`src/rtl/core/svcb_pkg.sv`:
```
package svcb_pkg;

    localparam int unsigned PcBitsDefault = 16;
    localparam int unsigned CmdBits = 5;
    localparam int unsigned ValBits = 64;
    localparam int unsigned OffBits = 16;

    localparam logic [CmdBits-1:0] CmdLcmp = 5'd0;
    localparam logic [CmdBits-1:0] CmdDcmpg = 5'd1;
    localparam logic [CmdBits-1:0] CmdDcmpl = 5'd2;
    localparam logic [CmdBits-1:0] CmdIfeq = 5'd3;
    localparam logic [CmdBits-1:0] CmdIfne = 5'd4;
    localparam logic [CmdBits-1:0] CmdIflt = 5'd5;
    localparam logic [CmdBits-1:0] CmdIfle = 5'd6;
    localparam logic [CmdBits-1:0] CmdIfgt = 5'd7;
    localparam logic [CmdBits-1:0] CmdIfge = 5'd8;
    localparam logic [CmdBits-1:0] CmdIcmpeq = 5'd9;
    localparam logic [CmdBits-1:0] CmdIcmpne = 5'd10;
    localparam logic [CmdBits-1:0] CmdIcmplt = 5'd11;
    localparam logic [CmdBits-1:0] CmdIcmple = 5'd12;
    localparam logic [CmdBits-1:0] CmdIcmpgt = 5'd13;
    localparam logic [CmdBits-1:0] CmdIcmpge = 5'd14;
    localparam logic [CmdBits-1:0] CmdAcmpeq = 5'd15;
    localparam logic [CmdBits-1:0] CmdAcmpne = 5'd16;

    localparam logic [1:0] CresLess = 2'b11;
    localparam logic [1:0] CresEqual = 2'b00;
    localparam logic [1:0] CresGreater = 2'b01;

    typedef struct packed {
        logic [1:0] compare_result;
        logic       writes_compare;
        logic       branch_taken;
        logic [1:0] pop_count;
    } t_flags;

endpackage

```
`src/rtl/core/stack_vm_compare_branch_unit.sv`:
```
// An input register and a result register lie between input transfer and result.
// Throughput: one item per cycle while i_ready is high, set by the single-pass compare logic.
// Both stages accept a new transfer while the stage after them drains in the same cycle.
// Reset (synchronous, active low) clears the valid flags; payload registers keep no reset.
module stack_vm_compare_branch_unit
    import svcb_pkg::*;
#(
    parameter int unsigned PC_BITS = PcBitsDefault
) (
    input  logic                      i_clk,
    input  logic                      i_rst_n,
    input  logic                      i_valid,
    output logic                      o_ready,
    input  logic [CmdBits-1:0]        i_cmd,
    input  logic signed [ValBits-1:0] i_first_value,
    input  logic signed [ValBits-1:0] i_second_value,
    input  logic [PC_BITS-1:0]        i_current_pc,
    input  logic signed [OffBits-1:0] i_branch_offset,
    output logic                      o_valid,
    input  logic                      i_ready,
    output logic signed [1:0]         o_compare_result,
    output logic                      o_writes_compare,
    output logic                      o_branch_taken,
    output logic [PC_BITS-1:0]        o_next_pc,
    output logic [1:0]                o_pop_count
);

    logic                      r_in_valid;
    logic [CmdBits-1:0]        r_cmd;
    logic signed [ValBits-1:0] r_first;
    logic signed [ValBits-1:0] r_second;
    logic [PC_BITS-1:0]        r_pc;
    logic signed [OffBits-1:0] r_off;
    logic                      r_out_valid;
    t_flags                    r_flags;
    logic [PC_BITS-1:0]        r_next_pc;
    t_flags                    n_flags;
    logic [PC_BITS-1:0]        n_next_pc;
    logic                      out_free;
    logic                      in_free;

    assign out_free = !r_out_valid || i_ready;
    assign in_free = !r_in_valid || out_free;
    assign o_ready = in_free;

    svcb_exec #(.PC_BITS(PC_BITS)) u_exec (
        .i_cmd          (r_cmd),
        .i_first_value  (r_first),
        .i_second_value (r_second),
        .i_current_pc   (r_pc),
        .i_branch_offset(r_off),
        .o_flags        (n_flags),
        .o_next_pc      (n_next_pc)
    );

    always_ff @(posedge i_clk) begin
        if (!i_rst_n) begin
            r_in_valid <= 1'b0;
            r_out_valid <= 1'b0;
        end else begin
            if (in_free) begin
                r_in_valid <= i_valid;
            end
            if (out_free) begin
                r_out_valid <= r_in_valid;
            end
        end
        if (in_free && i_valid) begin
            r_cmd <= i_cmd;
            r_first <= i_first_value;
            r_second <= i_second_value;
            r_pc <= i_current_pc;
            r_off <= i_branch_offset;
        end
        if (out_free && r_in_valid) begin
            r_flags <= n_flags;
            r_next_pc <= n_next_pc;
        end
    end

    assign o_valid = r_out_valid;
    assign o_compare_result = r_flags.compare_result;
    assign o_writes_compare = r_flags.writes_compare;
    assign o_branch_taken = r_flags.branch_taken;
    assign o_next_pc = r_next_pc;
    assign o_pop_count = r_flags.pop_count;

endmodule

```
`src/rtl/core/svcb_exec.sv`:
```
module svcb_exec
    import svcb_pkg::*;
#(
    parameter int unsigned PC_BITS = PcBitsDefault
) (
    input  logic [CmdBits-1:0]        i_cmd,
    input  logic signed [ValBits-1:0] i_first_value,
    input  logic signed [ValBits-1:0] i_second_value,
    input  logic [PC_BITS-1:0]        i_current_pc,
    input  logic signed [OffBits-1:0] i_branch_offset,
    output t_flags                    o_flags,
    output logic [PC_BITS-1:0]        o_next_pc
);

    logic [ValBits-1:0] a;
    logic [ValBits-1:0] b;
    logic               l_gt;
    logic               l_eq;
    logic               d_nan;
    logic               d_eq;
    logic               d_gt;
    logic               a_mag_gt;
    logic               b_mag_gt;
    logic               both_zero;
    logic               z_eq;
    logic               z_lt;
    logic               i_eq;
    logic               i_lt;
    logic               cond;
    logic [1:0]         cres;
    logic [PC_BITS-1:0] taken_pc;
    logic [PC_BITS-1:0] skip_pc;

    assign a = i_first_value;
    assign b = i_second_value;

    assign l_eq = (a == b);
    assign l_gt = ($signed(a) > $signed(b));

    assign d_nan = ((&a[62:52]) && (|a[51:0])) || ((&b[62:52]) && (|b[51:0]));
    assign both_zero = (a[62:0] == 63'd0) && (b[62:0] == 63'd0);
    assign a_mag_gt = (a[62:0] > b[62:0]);
    assign b_mag_gt = (b[62:0] > a[62:0]);
    assign d_eq = both_zero || l_eq;
    always_comb begin
        if (a[63] != b[63]) begin
            d_gt = !a[63];
        end else if (a[63]) begin
            d_gt = b_mag_gt;
        end else begin
            d_gt = a_mag_gt;
        end
    end

    assign z_eq = (b[31:0] == 32'd0);
    assign z_lt = b[31];
    assign i_eq = (a[31:0] == b[31:0]);
    assign i_lt = ($signed(a[31:0]) < $signed(b[31:0]));

    always_comb begin
        cres = CresEqual;
        if (i_cmd == CmdLcmp) begin
            cres = l_eq ? CresEqual : (l_gt ? CresGreater : CresLess);
        end else if (d_nan) begin
            cres = (i_cmd == CmdDcmpg) ? CresGreater : CresLess;
        end else begin
            cres = d_eq ? CresEqual : (d_gt ? CresGreater : CresLess);
        end
    end

    always_comb begin
        case (i_cmd)
            CmdIfeq:   cond = z_eq;
            CmdIfne:   cond = !z_eq;
            CmdIflt:   cond = z_lt;
            CmdIfle:   cond = z_lt || z_eq;
            CmdIfgt:   cond = !z_lt && !z_eq;
            CmdIfge:   cond = !z_lt;
            CmdIcmpeq: cond = i_eq;
            CmdIcmpne: cond = !i_eq;
            CmdIcmplt: cond = i_lt;
            CmdIcmple: cond = i_lt || i_eq;
            CmdIcmpgt: cond = !i_lt && !i_eq;
            CmdIcmpge: cond = !i_lt;
            CmdAcmpeq: cond = l_eq;
            CmdAcmpne: cond = !l_eq;
            default:   cond = 1'b0;
        endcase
    end

    assign taken_pc = i_current_pc - PC_BITS'(1)
        + PC_BITS'($signed({{(32-OffBits){i_branch_offset[OffBits-1]}}, i_branch_offset}));
    assign skip_pc = i_current_pc + PC_BITS'(2);

    always_comb begin
        o_flags = '0;
        o_next_pc = i_current_pc;
        if (i_cmd <= CmdDcmpl) begin
            o_flags.compare_result = cres;
            o_flags.writes_compare = 1'b1;
            o_flags.pop_count = 2'd1;
        end else if (i_cmd <= CmdAcmpne) begin
            o_flags.branch_taken = cond;
            o_flags.pop_count = (i_cmd <= CmdIfge) ? 2'd1 : 2'd2;
            o_next_pc = cond ? taken_pc : skip_pc;
        end
    end

endmodule
```
`config.mk`:
```
export PLATFORM = sky130hd
export DESIGN_NAME = stack_vm_compare_branch_unit
export DESIGN_NICKNAME = d
export VERILOG_FILES = /design/src/rtl/core/svcb_pkg.sv /design/src/rtl/core/stack_vm_compare_branch_unit.sv /design/src/rtl/core/svcb_exec.sv
export SDC_FILE = /design/constraint.sdc
export NUM_CORES = 1
export LEC_CHECK = 0
export BUFFER_PORTS_ARGS = -buffer_cell sky130_fd_sc_hd__buf_4
export CORE_ASPECT_RATIO = 1.1
export CORE_MARGIN = 4
export CORE_UTILIZATION = 35
export DETAILED_ROUTE_END_ITERATION = 8
export PLACE_DENSITY_LB_ADDON = 0.2
export SYNTH_ARGS = -nofsm -noshare
export SYNTH_HDL_FRONTEND = slang
export SYNTH_HIERARCHICAL = 1
export SYNTH_SLANG_ARGS = --single-unit
```
`constraint.sdc`:
```
create_clock -name i_clk -period 22 [get_ports i_clk]
set_input_delay 4.4 -clock i_clk [delete_from_list [all_inputs] [get_ports i_clk]]
set_output_delay 4.4 -clock i_clk [all_outputs]
set_load 0.02 [all_outputs]
```
Word-level counts from Yosys, hierarchy flattened. Index checks and enable logic that the tools add are counted.

Bits in writable memories: 0. Bits in latches: 0. Memories: 0. Input bits: 169. Bits in registers: 189. Bits in read-only memories: 0. Output and inout port bits: 24.

Order comparisons: 7. Shift operators: 0. $add $sub $neg: 3. Div/mod/pow operators: 0. Multiplexer cells: 16. Equality and inequality tests: 18. Bitwise logic cells: 1. Reductions and logical operators: 30. Multipliers: 0.

Operator list (number): $gt A63 B63 Y1 (2); $logic_not A63 Y1 (2); $reduce_or A52 Y1 (2); $eq A64 B64 Y1 (1); $gt A64 B64 Y1 (1); $mux W16 (3); $eq A5 B4 Y1 const B (8); $eq A32 B32 Y1 (1); $logic_not A32 Y1 (1); $lt A32 B32 Y1 (1); $reduce_and A11 Y1 (2); $eq A5 B3 Y1 const B (4); $add A16 B16 Y16 (1); $add A16 B2 Y16 const B (1); $mux W2 (8); $sub A16 B1 Y16 const B (1); $pmux W1 S14 (1); $logic_not A1 Y1 (8); $logic_and A1 B1 Y1 (7); $logic_or A1 B1 Y1 (6); $eq A5 B1 Y1 const B (1); $eq A5 B2 Y1 const B (1); $eq A5 B5 Y1 const B (1); $le A5 B2 Y1 const B (1); other kinds (7) (10).

Depth between registers and ports, before layout. Gate-level depths: netlist of run 1.

Depth in word-level cells: 7. Gate-level depth with buffers: 16. Gate-level depth less buffers: 16.

Modules after synthesis. The synthesis of run 1 kept the hierarchy.

Modules (own cells, without submodules): stack_vm_compare_branch_unit (area an instance 5719.2 um2, instances 1, cells each 196, sequential area each 5655.4 um2); svcb_exec (area an instance 5420.2 um2, instances 1, cells each 766, sequential area each 0.0 um2).

Least setup slack after synthesis of run 1. OpenSTA, ideal clock, no wires.

Path kind: input port to flip-flop. Start point: input port i_ready. End point: register r_cmd[0], enable pin. Required time: 21.255 ns. Stages: 2. Data arrival time: 12.394 ns. Slack: 8.862 ns. Setup time: 0.745 ns. Path through: nor2b_4 > a21oi_1.

Longest elaborated chain between the ends: 3.

Ends and longest elaborated chain: from (decl) (line stack_vm_compare_branch_unit.sv:20) `input logic i_ready,`; $logic_or A1 B1 Y1 (line stack_vm_compare_branch_unit.sv:42) `assign out_free = !r_out_valid || i_ready;`; $logic_or A1 B1 Y1 (line stack_vm_compare_branch_unit.sv:43) `assign in_free = !r_in_valid || out_free;`; $logic_and A1 B1 Y1 (line stack_vm_compare_branch_unit.sv:68) `if (in_free && i_valid) begin`; to (signal assigned) (line stack_vm_compare_branch_unit.sv:69) `r_cmd <= i_cmd;`; to (decl) (line stack_vm_compare_branch_unit.sv:29) `logic [CmdBits-1:0] r_cmd;`.

No other way between the ends. A chain may end at the register's enable or synchronous reset.

Worst setup path in the final report of run 1.
Start point: input port i_ready. End point: output port o_ready.

Longest elaborated chain between the ends: 2.

Ends and longest elaborated chain: $logic_or A1 B1 Y1 (line stack_vm_compare_branch_unit.sv:42); $logic_or A1 B1 Y1 (line stack_vm_compare_branch_unit.sv:43); to (decl) (line stack_vm_compare_branch_unit.sv:13) `output logic o_ready,`.

No other way between the ends.

==> metrics.txt, run 1 <==
I/O pins=193; Avg Cell Area, Syn=around 12 um2; sequential share of the synthesized area=between 50% and 60%; # rows=just under 70; die extent in y=between 150 and 200 um; Final Max Tran Viols=0; clk slew on worst S/H paths=roughly 0.070 ns; relative slew slack=~28%; Die X=178.1 um; Post-DP HPWL=between 20000 and 25000 um; postcts setup bufs=0; H-tree depth=4; Initial Util=a little over a third; CTS Buf Count=17; routed length per instance=about 16 um; CTS tree=built; WL final=between 20000 and 30000 um; WP data arrival=a little under 5 ns; Synth Flop Type=edfxtp_1; # setup viols final=0; RSZ-0062 raised after global routing=no; crit path time final=between 9 and 10 ns; first-pass GRT wire length=roughly 41000 um; Slew @ Worst Pin=about 1.1 ns; CP Launch Type=primary input; pin count of the biggest net entering global routing=84; Vias/cell=slightly below 5; Max FO, Critical Path=2; Post-route DRC=0; Pre-Repair DR Iteration Count=4; Max Clk Rate=~110 MHz; CTS Hold Bufs=0; Final Cycle Share=41.98%; initial DRC count=around 330; # port buffers=between 150 and 200; Leakage=between 6 and 7 nW; VDD IR max=~0.000051 V; Filler Cell Count=a little under 3000; most frequent cells in the layout=buf_4 (197), inv_1 (195), edfxtp_1 (187); final worst slack=between 10 and 15 ns; fraction of registers with async set/reset=0%; pwr dens=65.21 nW/um2; Clock Skews=~0.013 ns; CTS root buf=clkbuf_16; Synth Instances=approximately 960; register area=between 5000 and 6000 um2; WS Path Type=in -> out; Max clock buf depth=2; synthesized cell area=11140 um2; post-cts repair resize count=0; # clock sinks=approximately 190; die area=between 30000 and 40000 um2; final antenna-violating net count=0; Synth Register Bits=189; pre-CTS setup slack=between 10 and 15 ns; max-cap violations=0; DR vias=approximately 7700; remaining global-route overflow=0; leading cell type in the layout, fill and taps excluded=buf_4; status=finished, final reports clean; nature of the critical path endpoint=output pin; core area=31400 um2; All-Layer GR Usage=roughly 15%; Diodes inserted=0; layout cells sized above 1=between 20 and 25%; Placer Congestion=0.8359; Ys Warns=6; Worst Path Required=approximately 18 ns; area delta synth->final=22.67%; final hold vios=0; initial antenna violation count=1; vias in the first global route=between 7000 and 8000; Clock Latency Late Sink=between 0.4 and 0.5 ns; nets=roughly 1500; Hold Crit Class=reg -> reg; Post-synth EDFFs=187; multi-input logic area=4687 um2; total negative slack=0 ns; Synth cell types=73; Mapped Nets=about 1300
==> where the power goes <==
| part | internal (mW) | switching (mW) | total [mW] | leakage, nW |
|---|---|---|---|---|
| Sequential | 0.422 | 0.0180 | 0.440 | 1.83 |
| Combinational | 0.0695 | 0.0733 | 0.143 | 4.21 |
| Clock | 0.161 | 0.148 | 0.309 | 0.283 |
==> cells in the mapped netlist, types with 3 or more instances <==
| cell | count | area share [%] |
|---|---|---|
| nand2b_1 | 3 | 0.17 |
| nor2b_1 | 9 | 0.51 |
| nor2_1 | 18 | 0.61 |
| a21o_1 | 48 | 3.2 |
| or3_1 | 5 | 0.28 |
| xor2_1 | 4 | 0.31 |
| o21ai_2 | 3 | 0.24 |
| o211ai_1 | 5 | 0.34 |
| a211o_1 | 3 | 0.24 |
| ha_1 | 157 | 18 |
| xnor2_1 | 10 | 0.79 |
| a211oi_1 | 6 | 0.40 |
| o21a_1 | 5 | 0.34 |
| a31oi_1 | 3 | 0.17 |
| nand3b_1 | 3 | 0.20 |
| edfxtp_1 | 187 | 50 |
| nand2_1 | 27 | 0.91 |
| a2111oi_0 | 4 | 0.31 |
| mux2i_1 | 13 | 1.2 |
| nand4_1 | 25 | 1.4 |
| a22oi_1 | 4 | 0.27 |
| a21boi_1 | 4 | 0.27 |
| inv_1 | 195 | 6.6 |
| a22oi_2 | 4 | 0.45 |
| nand3_1 | 17 | 0.76 |
| nor3_1 | 8 | 0.36 |
| o21ai_0 | 23 | 1.0 |
| a21oi_1 | 49 | 2.2 |
| nor4_1 | 41 | 2.3 |
| clkbuf_1 | 4 | 0.13 |
| o21ai_1 | 6 | 0.27 |
| and2_1 | 4 | 0.22 |
| and3_1 | 10 | 0.56 |
| or4_1 | 3 | 0.20 |
| and4_1 | 5 | 0.39 |
| o31ai_1 | 4 | 0.27 |
==> per-stage QoR <==
stage               instance area [um2]  total power [mW]  instances  hold slack [ns]  util (%)
detailed placement                13090            0.5914       1569           0.5358     41.68
finish                            13660            0.8911       1601           0.5414     43.52
global placement                  13090            0.5900       1569           0.5289     41.68
CTS                               13660            0.9054       1601           0.5466     43.52
global route                      13660            0.9393       1601           0.5755     43.52
floorplan                         11140            0.5389        962           0.5322         -
==> final timing paths <==
| check | startpoint | endpoint | slack (ns) | cells past startpoint |
|---|---|---|---|---|
| max | i_ready | o_ready | 12.77 | 3 |
| min | o_valid$_SDFFE_PN0P_ | r_in_valid$_SDFFE_PN0P_ | 0.54 | 2 |
| max reg2reg | r_second[31]$_DFFE_PP_ | o_next_pc[11]$_DFFE_PP_ | 17.68 | 11 |
| min reg2reg | o_valid$_SDFFE_PN0P_ | r_in_valid$_SDFFE_PN0P_ | 0.54 | 2 |
==> cells by family after synthesis <==
logic type,synth area share (%)
muxes,1.269
and+or+nand+nor,9.884
DFF,50.77
adders and majority gates,17.81
buffers and inverters,7.312
xor gates and xnor gates,1.101
AOI/OAI and AO/OA,11.85
==> metal layers <==
metal | up-vias | track usage (%) | wire length, um | share of wire [%]
li1 | 3883 | - | - | -
met4 | 2 | 4.871 | 442 | 1.7
met2 | 174 | 25.50 | 12670 | 48
met1 | 3607 | 19.86 | 11660 | 44
met3 | 29 | 3.717 | 1441 | 5.5
met5 | - | 0 | 12 | 0.046
==> final cells by class <==
type	instances	share of cell area [%]
Clock buffer	18	3.141
Inverter	197	5.412
Multi-Input combinational cell	566	34.30
Clock inverter	14	1.090
Tap cell	420	3.846
Sequential cell	189	41.39
Timing Repair Buffer	197	10.82
==> critical path, cell delays in order <==
cell and delay, ns:
buf_4 0.12, nand3b_4 0.15, buf_4 0.16
==> sequential cells by signal, indices dropped and copies added, names as in the netlist <==
register          count
r_first              64
r_second             64
o_next_pc            16
r_off                16
r_pc                 16
r_cmd                 5
o_compare_result      2
o_pop_count           2
o_branch_taken        1
o_valid               1
o_writes_compare      1
r_in_valid            1
(Power assumes the default switching activity.)
==> inputs of run 2 (changes only) <==
==> constraint.sdc (replaced) <==
create_clock -name i_clk -period 8.5 [get_ports i_clk]
set_input_delay 1.7 -clock i_clk [delete_from_list [all_inputs] [get_ports i_clk]]
set_output_delay 1.7 -clock i_clk [all_outputs]
set_load 0.02 [all_outputs]
==> metrics.txt, run 2 (same netlist as run 1, synthesis figures left out) <==
final hold vios=0 (unchanged); WS Path Type=reg -> reg; Final Cycle Share=about half; # setup viols final=0 (unchanged); cell internal pwr=1.681 mW (+160%); R2R cell count=11 (unchanged); crit path capture=o_next_pc[12]$_DFFE_PP_; pwr dens=169.2 nW/um2 (+160%); CTS root buf=clkbuf_16; Max FO, Critical Path=31 (+29); nets=1495 (unchanged); routed length per instance=16.99 um (+3.7%); worst reg2reg path startpoint=r_second[31]$_DFFE_PP_; Initial Util=35.48% (unchanged); WP data arrival=4.29 ns (-0.54 ns); NetSw=0.6284 mW (+160%); All-Layer GR Usage=15.59% (+0.19 points); Hold Crit Class=reg -> reg; nature of the critical path endpoint=register; CP Launch Type=register; Max Clk Rate=around 240 MHz; Clock Skews=0.009821 ns (-0.002878 ns); sequential power share=49.2% (about the same); # clock sinks=189 (unchanged); WL final=27220 um (+3.8%); # port buffers=192 (unchanged); Die X=178.1 um (unchanged); vias in the first global route=7820 (-1.6%); area delta synth->final=22.53%; initial DRC count=429 (+30%); total negative slack=0 ns (unchanged); VDD IR max=0.0001384 V (+170%); die area=34750 um2 (unchanged); final worst slack=4.405 ns (-8.360 ns); CTS tree=built; Critical path origin=r_second[31]$_DFFE_PP_; I/O pins=193 (unchanged); postcts setup bufs=0 (unchanged); Slew @ Worst Pin=1.052 ns (-0.02508 ns); leading cell type in the layout, fill and taps excluded=buf_4; Final Max Tran Viols=0 (unchanged); CTS Hold Bufs=0 (unchanged); RR Endpoint=o_next_pc[12]$_DFFE_PP_; final hold slack=0.5409 ns (-0.0005470 ns); switching portion of total power=27.21% (+0.33 points); CP max-delay cell=nor2_4; top flop regs=r_first: 64 flops, r_second: 64 flops; first-pass GRT wire length=41810 um (+0.80%); layout cells sized above 1=21.51% (unchanged); Vias/cell=4.799 (-0.15%); H-tree depth=4 (unchanged); final antenna-violating net count=0 (unchanged); Worst Path Required=8.69 ns (-8.91 ns); Clock Latency Late Sink=0.45 ns (about the same); CP Cell Sequence=ha_1, nand4_1, nor2_1, nand4_1, o221a_2, a31o_2, a211oi_1, o21ai_1, nor2_4, o22ai_1, a211o_1; max-cap violations=0 (unchanged); Placer Congestion=0.8306 (-0.63%); pin count of the biggest net entering global routing=79 (-6.0%); RSZ-0062 raised after global routing=no; status=finished, final reports clean; remaining global-route overflow=0 (unchanged); Post-route DRC=0 (unchanged); die extent in y=195.1 um (unchanged); Hold Startpoint=o_valid$_SDFFE_PN0P_; core area=31400 um2 (unchanged); most frequent cells in the layout=buf_4 (197), inv_1 (195), edfxtp_1 (187); clk slew on worst S/H paths=0.08 ns (about the same); Leakage=6.311 nW (-0.20%); Pre-Repair DR Iteration Count=6 (+2); Gate power share=16.4% (+0.4 points); CP max stage delay=0.79 ns (+0.63 ns); Filler Cell Count=3011 (+1.4%); relative slew slack=29.90% (+1.7 points); Post-DP HPWL=20980 um (+2.0%); DR vias=7688 (-0.091%); crit-path most repeated cell=nand4_1; pre-CTS setup slack=4.447 ns (-8.315 ns); crit path time final=between 4 and 5 ns; post-cts repair resize count=0 (unchanged); Reg2Reg Setup Slack=4.41 ns (-13.27 ns); Max clock buf depth=2 (unchanged); initial antenna violation count=1 (unchanged); clock network power share=34.4% (-0.2 points); CTS Buf Count=17 (unchanged); # rows=68 (unchanged)
[run 2: how the worst min path moves through the flow]
| stage | slack (ns) | end | cells past startpoint |
|---|---|---|---|
| floorplan | 0.55 | o_valid$_SDFFE_PN0P_ | 1 |
| finish | 0.54 | r_in_valid$_SDFFE_PN0P_ | 2 |
| CTS | 0.54 | r_in_valid$_SDFFE_PN0P_ | 2 |
| detailed placement | 0.53 | r_in_valid$_SDFFE_PN0P_ | 2 |
| global placement | 0.53 | r_in_valid$_SDFFE_PN0P_ | 2 |
| global route | 0.55 | r_in_valid$_SDFFE_PN0P_ | 2 |
[run 2: power groups by stage]
stage | Clock [mW] | Sequential (mW) | Combinational (mW)
floorplan | 0 | 1.15 | 0.236
global placement | 0 | 1.16 | 0.374
detailed placement | 0 | 1.16 | 0.378
CTS | 0.816 | 1.14 | 0.381
global route | 0.851 | 1.14 | 0.426
finish | 0.794 | 1.14 | 0.378
[run 2: final cells by class]
| type | count | area [um2] | area share [%] |
|---|---|---|---|
| antenna | 1 | 2.502 | 0.01833 |
| clock buffer | 17 | 425.4 | 3.117 |
| clock inverter | 15 | 135.1 | 0.9900 |
| inverter | 197 | 739.5 | 5.418 |
| multi-input combinational | 566 | 4687 | 34.34 |
| sequential | 189 | 5655 | 41.43 |
| tap | 420 | 525.5 | 3.850 |
| timing repair buffer | 197 | 1479 | 10.84 |
[run 2: worst max-delay path: cells and delay by family (launching register included)]
kind / cells / cell delay, ns
AOI/OAI and AO/OA: 6 / 1.39
adders and majority gates: 1 / 0.45
DFF: 1 / 0.51
and+or+nand+nor: 4 / 1.49
[run 2: layer usage]
metal  GRT usage [%]  up-vias  share of wire [%]
li1                -     3882                  -
met4           5.014        0                2.1
met2           25.49      166                 47
met3           3.195       32                4.3
met5               0        -                  0
met1           20.73     3608                 46
[run 2: per-stage QoR]
step	cells	cell area [um2]	power, mW	utilization (%)
finish	1602	13650	2.309	43.48
global route	1602	13650	2.422	43.48
CTS	1601	13650	2.336	43.47
detailed placement	1569	13090	1.537	41.68
global placement	1569	13090	1.533	41.68
floorplan	962	11140	1.389	-
==> inputs of run 3 (changes only) <==
--- a/config.mk
+++ b/config.mk
@@ -5,6 +5,7 @@
 export SDC_FILE = /design/constraint.sdc
 export NUM_CORES = 1
 export LEC_CHECK = 0
+export ABC_AREA = 1
 export BUFFER_PORTS_ARGS = -buffer_cell sky130_fd_sc_hd__buf_4
 export CORE_ASPECT_RATIO = 1.1
 export CORE_MARGIN = 4
==> constraint.sdc (replaced) <==
create_clock -name i_clk -period 3.9 [get_ports i_clk]
set_input_delay 0.78 -clock i_clk [delete_from_list [all_inputs] [get_ports i_clk]]
set_output_delay 0.78 -clock i_clk [all_outputs]
set_load 0.02 [all_outputs]
==> metrics.txt, run 3 <==
area delta synth->final=21.99%; Mapped Nets=1524 (+18%); Clock Skews=0.01027 ns (+0.0004482 ns); CP max-delay cell=edfxtp_1; Final Cycle Share=76.85% (+29 points); top sig layer=met5; Ys Warns=6 (unchanged); Placer Congestion=0.8725 (+5.0%); top flop regs=r_first: 64 flops, r_second: 64 flops; total buffers and inverters traversed by the critical path=1 (+1); Hold Crit Class=in -> reg; worst reg2reg path startpoint=r_second[15]$_DFFE_PP_; initial antenna violation count=2 (+1); Clock Latency Late Sink=0.45 ns (about the same); Die X=181.2 um (+1.7%); post-place instance area=13540 um2 (+3.4%); Post-synth EDFFs=187 (unchanged); postcts setup bufs=0 (unchanged); Post-route DRC=0 (unchanged); WP data arrival=3.20 ns (-1.09 ns); RSZ-0062 raised after global routing=no; total negative slack=0 ns (unchanged); fraction of registers with async set/reset=0% (unchanged); Synth Instances=1197 (+24%); wire length on met3=1347 um (+15%); CTS root buf=clkbuf_16; top post-synthesis cells by area=edfxtp_1 (49%), ha_1 (17%), inv_1 (8.1%); Final Max Tran Viols=0 (unchanged); CTS Hold Bufs=0 (unchanged); Met2 Routed Length=13220 um (+2.2%); WS Path Type=reg -> reg; Vias/cell=4.599 (-4.2%); area leader, netlist=edfxtp_1; Leakage=6.648 nW (+5.3%); final antenna-violating net count=0 (unchanged); Pre-Repair DR Iteration Count=5 (-1); All-Layer GR Usage=15.26% (-0.32 points); Filler Cell Count=3220 (+6.9%); vias in the first global route=8755 (+12%); CTS tree=built; routed length per instance=14.79 um (-13%); # rows=69 (+1.5%); count leader, synth=inv_1; most frequent cells in the layout=inv_1 (247), buf_4 (197), edfxtp_1 (187); CTS Buf Count=17 (unchanged); sequential share of the synthesized area=48.99% (-1.8 points); CP Cell Sequence=ha_1, nand2_1, nor2_2, nand2_1, nor2_1, nand2_2, nand2_1, nand2_1, nor2_1, nand3_1, nor2_1, nand2_1, nor2_2, buf_4, a21boi_0, nor2_1, nor2_1; status=finished, final reports clean; Hold Startpoint=i_second_value[1]; CP max stage delay=0.42 ns (-0.37 ns); relative slew slack=24.91% (-5.0 points); WL final=27310 um (+0.32%); Diodes inserted=0 (-1); final hold vios=0 (unchanged); Max FO, Critical Path=19 (-39%); # port buffers=192 (unchanged); Critical path origin=r_second[15]$_DFFE_PP_; family with the most delay on the worst path=simple AND/OR/NAND/NOR gates; die area=35960 um2 (+3.5%); leading cell type in the layout, fill and taps excluded=inv_1; Slew @ Worst Pin=1.126 ns (+0.07483 ns); Worst Path Required=4.11 ns (-4.58 ns); die extent in y=198.5 um (+1.7%); Post-DP HPWL=21370 um (+1.9%); initial DRC count=368 (-14%); pin count of the biggest net entering global routing=166 (+110%); layout cells sized above 1=17.39% (-4.1 points); Avg Cell Area, Syn=9.645 um2 (-17%); Max clock buf depth=2 (unchanged); Synth Register Bits=189 (unchanged); VDD IR max=0.0003086 V (+120%); pwr dens=361.6 nW/um2 (+110%); post-cts repair resize count=0 (unchanged); nature of the critical path endpoint=register; I/O pins=193 (unchanged); post-synth top area share=48.64% (-1.8 points); remaining global-route overflow=0 (unchanged); max-cap violations=0 (unchanged); clk slew on worst S/H paths=0.07 ns (about the same); # clock sinks=189 (unchanged); met1 WL=12090 um (-3.6%); H-tree depth=4 (unchanged); Max Clk Rate=333.7 MHz (+37%); # setup viols final=0 (unchanged); Initial Util=35.57% (+0.084 points); first-pass GRT wire length=43590 um (+4.2%); crit path time final=2.997 ns (-1.098 ns); synthesized cell area=11540 um2 (+3.6%); CP Launch Type=register; core area=32460 um2 (+3.4%); final instance area=14080 um2 (+3.2%); Synth Flop Type=edfxtp_1; nets=1734 (+16%); DR vias=8490 (+10%); Post-synth top cells=inv_1 (249), edfxtp_1 (187), nand2_1 (181), ha_1 (157), nor2_1 (100); Synth cell types=39 (-47%)
## run 3: changes by cell type after synthesis, moves of 9 or more
cell / previous run / this run
a21o_1: 48 / 4
a21oi_1: 49 / 84
inv_1: 195 / 249
mux2i_1: 13 / 0
nand2_1: 27 / 181
nand3_1: 17 / 57
nor2_1: 18 / 100
nor2b_1: 9 / 0
nor4_1: 41 / 11
o21ai_0: 23 / 33
xor2_1: 4 / 23
## run 3: logic make-up (layout without fill, tap and decap cells)
| family | after synthesis | after routing | synth area share [%] |
|---|---|---|---|
| buffers and inverters | 257 | 480 | 8.659 |
| xor gates and xnor gates | 28 | 28 | 2.124 |
| adders and majority gates | 158 | 158 | 17.19 |
| and+or+nand+nor | 415 | 415 | 15.83 |
| AOI/OAI and AO/OA | 150 | 150 | 7.207 |
| DFF | 189 | 189 | 48.99 |
## run 3: stage by stage
step	hold WS, ns	std cells	total power [mW]	worst slack (ns)	util (%)
after global placement	0.5081	1814	3.467	0.9023	41.70
after floorplan	0.4837	1197	3.128	0.01215	-
after detailed placement	0.5148	1814	3.475	0.8829	41.70
final	0.5032	1846	5.093	0.9029	43.39
after global routing	0.4695	1846	5.403	0.5076	43.39
after CTS	0.4710	1846	5.171	0.8380	43.39
## run 3: worst paths after layout
path	to	slack [ns]	cells past startpoint
min reg2reg	r_in_valid$_SDFFE_PN0P_	0.52	2
min	r_second[1]$_DFFE_PP_	0.50	1
max	o_next_pc[15]$_DFFE_PP_	0.90	17
max reg2reg	o_next_pc[15]$_DFFE_PP_	0.90	17
## run 3: worst register-to-register path, delay by kind of cell (launching register included)
family	cells	cell delay [ns]
buf+inv	1	0.30
simple gates	14	1.48
fa+ha+maj	1	0.41
flops	1	0.42
compound gates	1	0.14
## run 3: power by group
group	switching [mW]	internal (mW)	total (mW)	leakage [nW]
combinational	0.556	0.408	0.965	4.55
clock	0.784	0.884	1.67	0.264
sequential	0.0749	2.39	2.46	1.84
total	1.41	3.68	5.09	6.65
## run 3: routing by layer
layer | GRT usage (%) | up-vias
met4 | 5.560 | 4
met3 | 3.713 | 40
li1 | - | 4409
met5 | 0 | -
met1 | 18.99 | 3860
met2 | 25.98 | 177
## run 3: cell type report
type / count / area (um2) / share of cell area, %
Sequential cell: 189 / 5655 / 40.16
Clock inverter: 13 / 115.1 / 0.8173
Tap cell: 426 / 533.0 / 3.785
Multi-Input combinational cell: 751 / 4903 / 34.82
Clock buffer: 19 / 432.9 / 3.074
Timing Repair Buffer: 198 / 1499 / 10.64
Inverter: 250 / 944.7 / 6.708
